`src/rtl/ucts_pkg.sv`:
```
// Package for the USB control transfer sequencer: codes, widths and reset values.
// Used by usb_control_transfer_sequencer_top; depends on nothing else.
package ucts_pkg;

   // Widths of the fields and registers
   localparam int EpW      = 4;
   localparam int LenW     = 16;
   localparam int CodeW    = 4;
   localparam int CountW   = 7;
   localparam int ActW     = 3;
   localparam int NakW     = 16;
   localparam int RetryW   = 8;
   localparam int CsrIdxW  = 3;
   localparam int CsrDataW = 16;
   localparam int ReqDataW = 32;
   localparam int RspDataW = 48;

   // Largest packet accepted into the byte total
   localparam int MaxPacketBytesDefault = 64;

   // Register reset values
   localparam logic [NakW-1:0]   NakLimitReset      = 16'd200;
   localparam logic [RetryW-1:0] RetryLimitReset    = 8'd3;
   localparam logic [CountW-1:0] MaxPacketSizeReset = 7'd8;
   localparam logic [CodeW-1:0]  NakCodeReset       = 4'd4;
   localparam logic [CodeW-1:0]  TimeoutCodeReset   = 4'd14;

   localparam logic [CodeW-1:0]  CodeAck = 4'd0;

   // Register indexes on the configuration port
   typedef enum logic [CsrIdxW-1:0] {
      CSR_NAK_LIMIT   = 3'd0,
      CSR_RETRY_LIMIT = 3'd1,
      CSR_MAX_PACKET  = 3'd2,
      CSR_NAK_CODE    = 3'd3,
      CSR_TIMEOUT     = 3'd4
   } csr_index_type;

   // Request kinds
   typedef enum logic [1:0] {
      REQ_START_READ  = 2'd0,
      REQ_START_WRITE = 2'd1,
      REQ_COMPLETE    = 2'd2,
      REQ_UNUSED      = 2'd3
   } req_kind_type;

   // Actions reported on the result channel
   typedef enum logic [ActW-1:0] {
      ACT_SETUP      = 3'd0,
      ACT_IN_DATA    = 3'd1,
      ACT_OUT_STATUS = 3'd2,
      ACT_IN_STATUS  = 3'd3,
      ACT_DONE       = 3'd4
   } action_type;

   // One result word
   typedef struct packed {
      logic [NakW-1:0]   data_stage_naks;
      logic [LenW-1:0]   transferred_bytes;
      logic [CodeW-1:0]  result_status;
      logic              set_data1;
      logic [EpW-1:0]    launch_endpoint;
      action_type        action;
   } result_type;

endpackage

```
`src/rtl/usb_control_transfer_sequencer_top.sv`:
```
// Host-side USB control transfer sequencer with NAK and timeout retry.
// Each result word is registered, in the skid register if the output is stalled.
// Throughput: one request word per cycle while the skid register is empty (req_tready high).
// A two-entry output stage (output register plus skid register) keeps req_tready registered.
// Reset (synchronous, active high) returns to idle with the register defaults loaded.
// Depends on ucts_pkg.
module usb_control_transfer_sequencer_top #(
   parameter int MAX_PACKET_BYTES = ucts_pkg::MaxPacketBytesDefault
) (
   input  logic                           clock,
   input  logic                           reset,
   // Request channel
   input  logic                           req_tvalid,
   output logic                           req_tready,
   // target_endpoint[3:0], request_length[19:4], handshake_code[23:20],
   // received_count[30:24], zero fill [31]
   input  logic [ucts_pkg::ReqDataW-1:0]  req_tdata,
   // req_type[1:0]
   input  logic [1:0]                     req_tuser,
   // Result channel
   output logic                           rsp_tvalid,
   input  logic                           rsp_tready,
   // launch_endpoint[3:0], set_data1[4], result_status[8:5],
   // transferred_bytes[24:9], data_stage_naks[40:25], zero fill [47:41]
   output logic [ucts_pkg::RspDataW-1:0]  rsp_tdata,
   // action[2:0]
   output logic [ucts_pkg::ActW-1:0]      rsp_tuser,
   // Configuration port
   input  logic                           csr_we,
   input  logic [ucts_pkg::CsrIdxW-1:0]   csr_index,
   input  logic [ucts_pkg::CsrDataW-1:0]  csr_wdata
);
   import ucts_pkg::*;

   typedef enum logic [2:0] {
      PH_IDLE, PH_SETUP, PH_DATA, PH_STAT_OUT, PH_STAT_IN
   } phase_type;

   // Configuration registers
   logic [NakW-1:0]   nak_max_ff;
   logic [RetryW-1:0] retry_max_ff;
   logic [CountW-1:0] max_packet_ff;
   logic [CodeW-1:0]  nak_code_ff;
   logic [CodeW-1:0]  timeout_code_ff;

   // Transfer state
   phase_type         phase_ff, phase_in;
   logic              is_write_ff, is_write_in;
   logic [NakW-1:0]   nak_cnt_ff, nak_cnt_in;
   logic [RetryW-1:0] tmo_cnt_ff, tmo_cnt_in;
   logic [LenW-1:0]   bytes_ff, bytes_in;
   logic [LenW-1:0]   wanted_ff, wanted_in;
   logic [EpW-1:0]    ep_ff, ep_in;
   logic [NakW-1:0]   saved_naks_ff, saved_naks_in;

   // Output stage
   logic              out_valid_ff, out_valid_in;
   result_type        out_ff, out_in;
   logic              skid_valid_ff, skid_valid_in;
   result_type        skid_ff, skid_in;

   // Request word fields
   req_kind_type      kind;
   logic [EpW-1:0]    f_ep;
   logic [LenW-1:0]   f_len;
   logic [CodeW-1:0]  f_hs;
   logic [CountW-1:0] f_rc;

   logic              accept;
   logic              emit;
   result_type        res;
   action_type        act;
   logic              d1;
   logic [CodeW-1:0]  status;
   action_type        retry_act;
   logic [NakW-1:0]   nak_inc;
   logic [RetryW-1:0] tmo_inc;
   logic [CountW-1:0] pkt;
   logic [LenW:0]     sum;
   logic [LenW-1:0]   sum_sat;

   assign kind  = req_kind_type'(req_tuser);
   assign f_ep  = req_tdata[3:0];
   assign f_len = req_tdata[19:4];
   assign f_hs  = req_tdata[23:20];
   assign f_rc  = req_tdata[30:24];

   assign req_tready = ~skid_valid_ff;
   assign accept     = req_tvalid & req_tready;

   // Token that a retry relaunches
   always_comb begin
      unique case (phase_ff)
         PH_SETUP:    retry_act = ACT_SETUP;
         PH_DATA:     retry_act = ACT_IN_DATA;
         PH_STAT_OUT: retry_act = ACT_OUT_STATUS;
         default:     retry_act = ACT_IN_STATUS;
      endcase
   end

   // Saturating counters, packet clamp and byte sum
   assign nak_inc = (nak_cnt_ff == '1) ? nak_cnt_ff : nak_cnt_ff + 1'b1;
   assign tmo_inc = (tmo_cnt_ff == '1) ? tmo_cnt_ff : tmo_cnt_ff + 1'b1;
   assign pkt     = (32'(f_rc) > MAX_PACKET_BYTES) ? CountW'(MAX_PACKET_BYTES) : f_rc;
   assign sum     = {1'b0, bytes_ff} + (LenW+1)'(pkt);
   assign sum_sat = sum[LenW] ? '1 : sum[LenW-1:0];

   // Sequencer next state and result
   always_comb begin
      phase_in      = phase_ff;
      is_write_in   = is_write_ff;
      nak_cnt_in    = nak_cnt_ff;
      tmo_cnt_in    = tmo_cnt_ff;
      bytes_in      = bytes_ff;
      wanted_in     = wanted_ff;
      ep_in         = ep_ff;
      saved_naks_in = saved_naks_ff;
      emit          = 1'b0;
      act           = ACT_DONE;
      d1            = 1'b0;
      status        = CodeAck;
      if (kind == REQ_START_READ || kind == REQ_START_WRITE) begin
         is_write_in   = (kind == REQ_START_WRITE);
         ep_in         = f_ep;
         wanted_in     = (kind == REQ_START_READ) ? f_len : '0;
         bytes_in      = '0;
         saved_naks_in = '0;
         nak_cnt_in    = '0;
         tmo_cnt_in    = '0;
         phase_in      = PH_SETUP;
         emit          = 1'b1;
         act           = ACT_SETUP;
      end else if (kind == REQ_COMPLETE && phase_ff != PH_IDLE) begin
         emit = 1'b1;
         priority if (f_hs == nak_code_ff) begin
            nak_cnt_in = nak_inc;
            if (nak_inc >= nak_max_ff) begin
               phase_in = PH_IDLE;
               act      = ACT_DONE;
               status   = f_hs;
            end else begin
               act = retry_act;
            end
         end else if (f_hs == timeout_code_ff) begin
            tmo_cnt_in = tmo_inc;
            if (tmo_inc >= retry_max_ff) begin
               phase_in = PH_IDLE;
               act      = ACT_DONE;
               status   = f_hs;
            end else begin
               act = retry_act;
            end
         end else if (f_hs != CodeAck) begin
            phase_in = PH_IDLE;
            act      = ACT_DONE;
            status   = f_hs;
         end else if (phase_ff == PH_SETUP) begin
            nak_cnt_in = '0;
            tmo_cnt_in = '0;
            if (is_write_ff) begin
               phase_in = PH_STAT_IN;
               act      = ACT_IN_STATUS;
            end else begin
               phase_in = PH_DATA;
               act      = ACT_IN_DATA;
               d1       = 1'b1;
            end
         end else if (phase_ff == PH_DATA) begin
            bytes_in   = sum_sat;
            nak_cnt_in = '0;
            tmo_cnt_in = '0;
            if (pkt < max_packet_ff || sum_sat >= wanted_ff) begin
               saved_naks_in = nak_cnt_ff;
               phase_in      = PH_STAT_OUT;
               act           = ACT_OUT_STATUS;
            end else begin
               act = ACT_IN_DATA;
            end
         end else begin
            phase_in = PH_IDLE;
            act      = ACT_DONE;
         end
      end
   end

   assign res = '{data_stage_naks:   saved_naks_in,
                  transferred_bytes: bytes_in,
                  result_status:     status,
                  set_data1:         d1,
                  launch_endpoint:   ep_in,
                  action:            act};

   // Output register and skid register
   always_comb begin
      out_valid_in  = out_valid_ff;
      out_in        = out_ff;
      skid_valid_in = skid_valid_ff;
      skid_in       = skid_ff;
      if (out_valid_ff && rsp_tready) begin
         out_valid_in  = skid_valid_ff;
         out_in        = skid_ff;
         skid_valid_in = 1'b0;
      end
      if (accept && emit) begin
         if (out_valid_in) begin
            skid_valid_in = 1'b1;
            skid_in       = res;
         end else begin
            out_valid_in = 1'b1;
            out_in       = res;
         end
      end
   end

   // Configuration registers, sequencer state and output stage
   always_ff @(posedge clock) begin
      if (reset) begin
         nak_max_ff      <= NakLimitReset;
         retry_max_ff    <= RetryLimitReset;
         max_packet_ff   <= MaxPacketSizeReset;
         nak_code_ff     <= NakCodeReset;
         timeout_code_ff <= TimeoutCodeReset;
         phase_ff        <= PH_IDLE;
         is_write_ff     <= 1'b0;
         nak_cnt_ff      <= '0;
         tmo_cnt_ff      <= '0;
         bytes_ff        <= '0;
         wanted_ff       <= '0;
         ep_ff           <= '0;
         saved_naks_ff   <= '0;
         out_valid_ff    <= 1'b0;
         skid_valid_ff   <= 1'b0;
      end else begin
         if (csr_we) begin
            unique case (csr_index_type'(csr_index))
               CSR_NAK_LIMIT:   nak_max_ff      <= csr_wdata;
               CSR_RETRY_LIMIT: retry_max_ff    <= csr_wdata[RetryW-1:0];
               CSR_MAX_PACKET:  max_packet_ff   <= csr_wdata[CountW-1:0];
               CSR_NAK_CODE:    nak_code_ff     <= csr_wdata[CodeW-1:0];
               CSR_TIMEOUT:     timeout_code_ff <= csr_wdata[CodeW-1:0];
               default: ;
            endcase
         end
         if (accept) begin
            phase_ff      <= phase_in;
            is_write_ff   <= is_write_in;
            nak_cnt_ff    <= nak_cnt_in;
            tmo_cnt_ff    <= tmo_cnt_in;
            bytes_ff      <= bytes_in;
            wanted_ff     <= wanted_in;
            ep_ff         <= ep_in;
            saved_naks_ff <= saved_naks_in;
         end
         out_valid_ff  <= out_valid_in;
         skid_valid_ff <= skid_valid_in;
      end
      out_ff  <= out_in;
      skid_ff <= skid_in;
   end

   assign rsp_tvalid = out_valid_ff;
   assign rsp_tuser  = out_ff.action;
   assign rsp_tdata  = {7'd0, out_ff.data_stage_naks, out_ff.transferred_bytes,
                        out_ff.result_status, out_ff.set_data1, out_ff.launch_endpoint};

   // The skid register only fills behind a full output register.
   a_skid_behind_out: assert property (@(posedge clock) disable iff (reset)
      skid_valid_ff |-> out_valid_ff)
      else $error("skid register holds a word while the output register is empty");

   // A result arriving while the output is stalled lands in the skid register.
   a_stall_to_skid: assert property (@(posedge clock) disable iff (reset)
      (accept && emit && out_valid_ff && !rsp_tready) |=> skid_valid_ff)
      else $error("result word lost during output stall");

   // A done result always leaves the sequencer idle.
   a_done_idle: assert property (@(posedge clock) disable iff (reset)
      (accept && emit && act == ACT_DONE) |=> phase_ff == PH_IDLE)
      else $error("sequencer not idle after a done result");

   // The DATA1 flag only goes with an IN data launch right after SETUP.
   a_data1_first_in: assert property (@(posedge clock) disable iff (reset)
      (accept && emit && d1) |-> (act == ACT_IN_DATA && phase_ff == PH_SETUP))
      else $error("set_data1 raised outside the first data IN launch");

endmodule
```
`config.mk`:
```
export PLATFORM = sky130hd
export DESIGN_NAME = usb_control_transfer_sequencer_top
export DESIGN_NICKNAME = d
export VERILOG_FILES = /design/src/rtl/ucts_pkg.sv /design/src/rtl/usb_control_transfer_sequencer_top.sv
export SDC_FILE = /design/constraint.sdc
export NUM_CORES = 1
export LEC_CHECK = 0
export ABC_AREA = 1
export BUFFER_PORTS_ARGS = -buffer_cell sky130_fd_sc_hd__buf_4
export CORE_ASPECT_RATIO = 0.6
export CORE_MARGIN = 8
export CORE_UTILIZATION = 60
export DETAILED_ROUTE_END_ITERATION = 16
export PLACE_DENSITY = 0.89
export SYNTH_ARGS = -nofsm -noshare
export SYNTH_HDL_FRONTEND = slang
export SYNTH_SLANG_ARGS = --single-unit
```
`constraint.sdc`:
```
create_clock -name clock -period 4.3 [get_ports clock]
set_clock_uncertainty 0.1 [all_clocks]
set_input_delay 0 -clock clock [delete_from_list [all_inputs] [get_ports clock]]
set_output_delay 0 -clock clock [all_outputs]
set_load 0.1 [all_outputs]
```
==> results.py <==
metrics = {
    "sta": {
        "finalWorstSetupSlack_ns": 0.255,
        "min_period_ns": 4.04,
        "slew_headroom_pct": 25.5,
        "drv_slew": 0,
        "worst_pin_slew_ns": 1.11,
        "fmax_ghz": 0.247,
        "setup_viol": 0,
        "hold_violations": 0,
        "tns_ns": 0,
        "fin_crit_sh_pct": 94.1,
        "whs_ns": 0.235,
        "rsz0062_at_grt": "no",
    },
    "power": {
        "irDropWorstVdd_mv": 0.220,
        "comb_power_share_pct": 25.5,
        "swShare_pct": 35.1,
        "power_density_nw_per_um2": 397,
        "pwr-share-seq_pct": 40.9,
        "p_clk_share_pct": 33.6,
        "cellLeakagePower_nw": 6.25,
        "p_sw_mw": 1.90,
        "p_int_mw": 3.51,
    },
    "cts": {
        "clk_latency_ns": 0.51,
        "htreeDepth": 1,
        "numCtsBuffers": 20,
        "post_cts.repair.setup_buffers": 0,
        "cts_tree": "built",
        "clk_path_buf_depth": 3,
        "clock_sinks": 209,
        "cts-root-buf": "clkbuf_16",
        "clk_pin_slew_ns": 0.07,
    },
    "critical_path": {
        "crit_type": "reg2reg",
        "crit_fanout": 16,
        "cp_data_arrival_time_ns": 4.21,
        "start_kind": "flip-flop",
        "cp-end-kind": "flip-flop",
        "cp_data_required_time_ns": 4.46,
    },
    "placed_design": {
        "post-place-ws_ns": 0.186,
        "portBuffers": 102,
        "place_congestion": 0.939,
        "place_area_um2": 11900,
        "dp.cells": 1760,
        "hpwl_mm": 21.6,
    },
    "grt": {
        "grt_pass1_vias": 9769,
        "grt_max_degree": 69,
        "antenna_found_initial": 0,
        "overflow": 0,
        "track_usage_pct": 26.9,
        "grt_first_pass_wirelength_mm": 50.8,
    },
    "synthesis": {
        "synth-main-ff-cell": "dfxtp_1",
        "synthMuxAreaShare_pct": 0.975,
        "synthTopCellsByArea": "dfxtp_1 30%, edfxtp_1 12%, nand2_1 9.0%",
        "synth_cells": 1465,
        "synth_edf_count": 44,
        "synth_fa_ha_area_share_pct": 6.42,
        "yosysMostFrequentCell": "nand2_1",
        "synthXorXnorAreaFrac_pct": 2.22,
        "yosys.area_share.simple_pct": 21.1,
        "netlist_top_cells_count": "264 x nand2_1, 231 x inv_1, 171 x a21oi_1",
        "synth_top_cell_by_area": "dfxtp_1",
        "ys_seq_elements": 209,
        "synth_compound_area_share_pct": 16.4,
        "ys_seq_area_share_pct": 41.9,
        "synth_cell_types": 52,
        "yosys_warnings": 0,
        "async_flop_share_pct": 0,
        "avgSynthCellArea_um2": 7.53,
        "synth_top_family_by_area": "simple AND/OR/NAND/NOR gates",
        "syn_area_um2": 11000,
        "yosys.area.top_type_share_pct": 29.9,
    },
    "die": {
        "fp.dieH_um": 121,
        "start_util_pct": 61.1,
        "die_area_um2": 23100,
        "chipWidth_um": 191,
        "ios": 111,
        "coreArea_um2": 18100,
        "rows": 38,
    },
    "worst_hold_path": {
        "hp-class": "in2reg",
    },
    "routing": {
        "avgViaCountPerCell": 5.59,
        "drc": 0,
        "wirelength_mm": 32.0,
        "firstDrtPassIters": 5,
        "ant_nets": 0,
        "num_vias": 10601,
        "dr.first_iter.drc_count": 1230,
        "routedWlPerCell_um": 16.9,
    },
    "finish": {
        "fin_area_um2": 13600,
        "stdcell_count": 1897,
        "synthToLayoutAreaGrowth_pct": 23.3,
        "fin_nets": 1757,
        "layout-drive-gt1-share_pct": 12.9,
        "antenna_cells": 0,
    },
    "job": {
        "max_cap_violations": 0,
    },
    "outcome": {
        "status": "finished clean",
    },
}
## cell families (layout without fill, tap and decap cells)
family | Yosys count | in the layout
AND/OR/NAND/NOR | 533 | 533
AO/OA/AOI/OAI | 326 | 326
buffers and inverters | 302 | 488
flip-flops | 209 | 209
adder cells (fa/ha/maj) | 56 | 56
XOR/XNOR | 28 | 28
multiplexers | 10 | 10
other | 1 | 7
## layout make-up
type,instances,area [µm²]
inverters,239,898
flip-flops and latches,209,4620
repair buffers,213,1850
clock inverters,14,149
well taps,240,300
clock buffers,22,528
multi-input cells,960,5260
fillers,1299,4460
## power groups by stage
| stage | clock (mW) | sequential, mW | combinational (mW) |
|---|---|---|---|
| global route | 1.89 | 2.22 | 1.45 |
| CTS | 1.81 | 2.21 | 1.36 |
| floorplan | 0 | 2.80 | 0.427 |
| global placement | 0 | 2.24 | 1.27 |
| detailed placement | 0 | 2.25 | 1.29 |
| finish | 1.82 | 2.21 | 1.38 |
## cells in the final DEF (no fill, tap or decap), drive strengths merged, types with 10 or more instances in the layout
cell type / n
clkinv: 10
nor2: 132
nand2: 277
xor2: 26
edfxtp: 44
a211oi: 33
buf: 112
ha: 55
dlygate4sd3: 101
a21oi: 173
nand4: 11
dfxtp: 165
o21ai: 97
nor3: 19
nand3: 82
inv: 237
clkbuf: 22
## sequential cells by signal, summed over array words and instances, names as in the netlist, 16 cells and up
name and count:
nak_cnt_ff 16, bytes_ff 16, saved_naks_ff 16, rsp_tdata 41
nak_max_ff 16, wanted_ff 16, skid_ff 44
## routing by layer
| layer | part of all wire (%) | vias to the layer above | track usage [%] |
|---|---|---|---|
| li1 | - | 5107 | - |
| met3 | 11 | 50 | 6.43 |
| met4 | 1.6 | 0 | 5.27 |
| met5 | 0 | - | 0 |
| met2 | 42 | 522 | 39.8 |
| met1 | 45 | 4922 | 39.2 |
## critical path, cell delays in order (launching register included)
cell     delay, ns
dfxtp_1       0.34
ha_1          0.23
fa_1          0.41
nand3_1       0.10
nand2_1       0.12
a21oi_2       0.20
o21ai_2       0.13
nand2_4       0.16
inv_2         0.09
or2_2         0.32
ha_1          0.30
nand2_1       0.05
inv_1         0.07
nand2_1       0.05
nand2_1       0.07
nand2_1       0.05
nand2_1       0.06
nand2_1       0.05
nand2_1       0.05
nor2_1        0.04
buf_4         0.15
nand2_2       0.09
buf_4         0.21
nand3_1       0.11
nand3_1       0.18
inv_1         0.06
## repair_timing
action | in CTS | in global routing
endpoints found under the hold margin | 141 | 0
endpoints found under the setup margin | 0 | 49
gates resized for setup | 0 | 7
hold buffers | 101 | 0
## stage by stage
step / utilization [%] / power (mW)
floorplan: - / 3.22
finish: 75.3 / 5.40
detailed placement: 65.9 / 3.54
CTS: 75.2 / 5.38
global placement: 65.9 / 3.51
global route: 75.3 / 5.57
## path summary, 6_finish.rpt
check | from | endpoint | slack, ns | cells past startpoint
worst max-delay path | bytes_ff[0]$_SDFFE_PP0P_ | skid_ff[39]$_DFFE_PP_ | 0.26 | 25
worst min-delay path | csr_wdata[10] | nak_max_ff[10]$_SDFFE_PP0P_ | 0.23 | 4
worst max register to register | bytes_ff[0]$_SDFFE_PP0P_ | skid_ff[39]$_DFFE_PP_ | 0.26 | 25
worst min register to register | nak_max_ff[5]$_SDFFE_PP0P_ | nak_max_ff[5]$_SDFFE_PP0P_ | 0.36 | 2
Note: power is estimated with default switching activity, not from simulation.
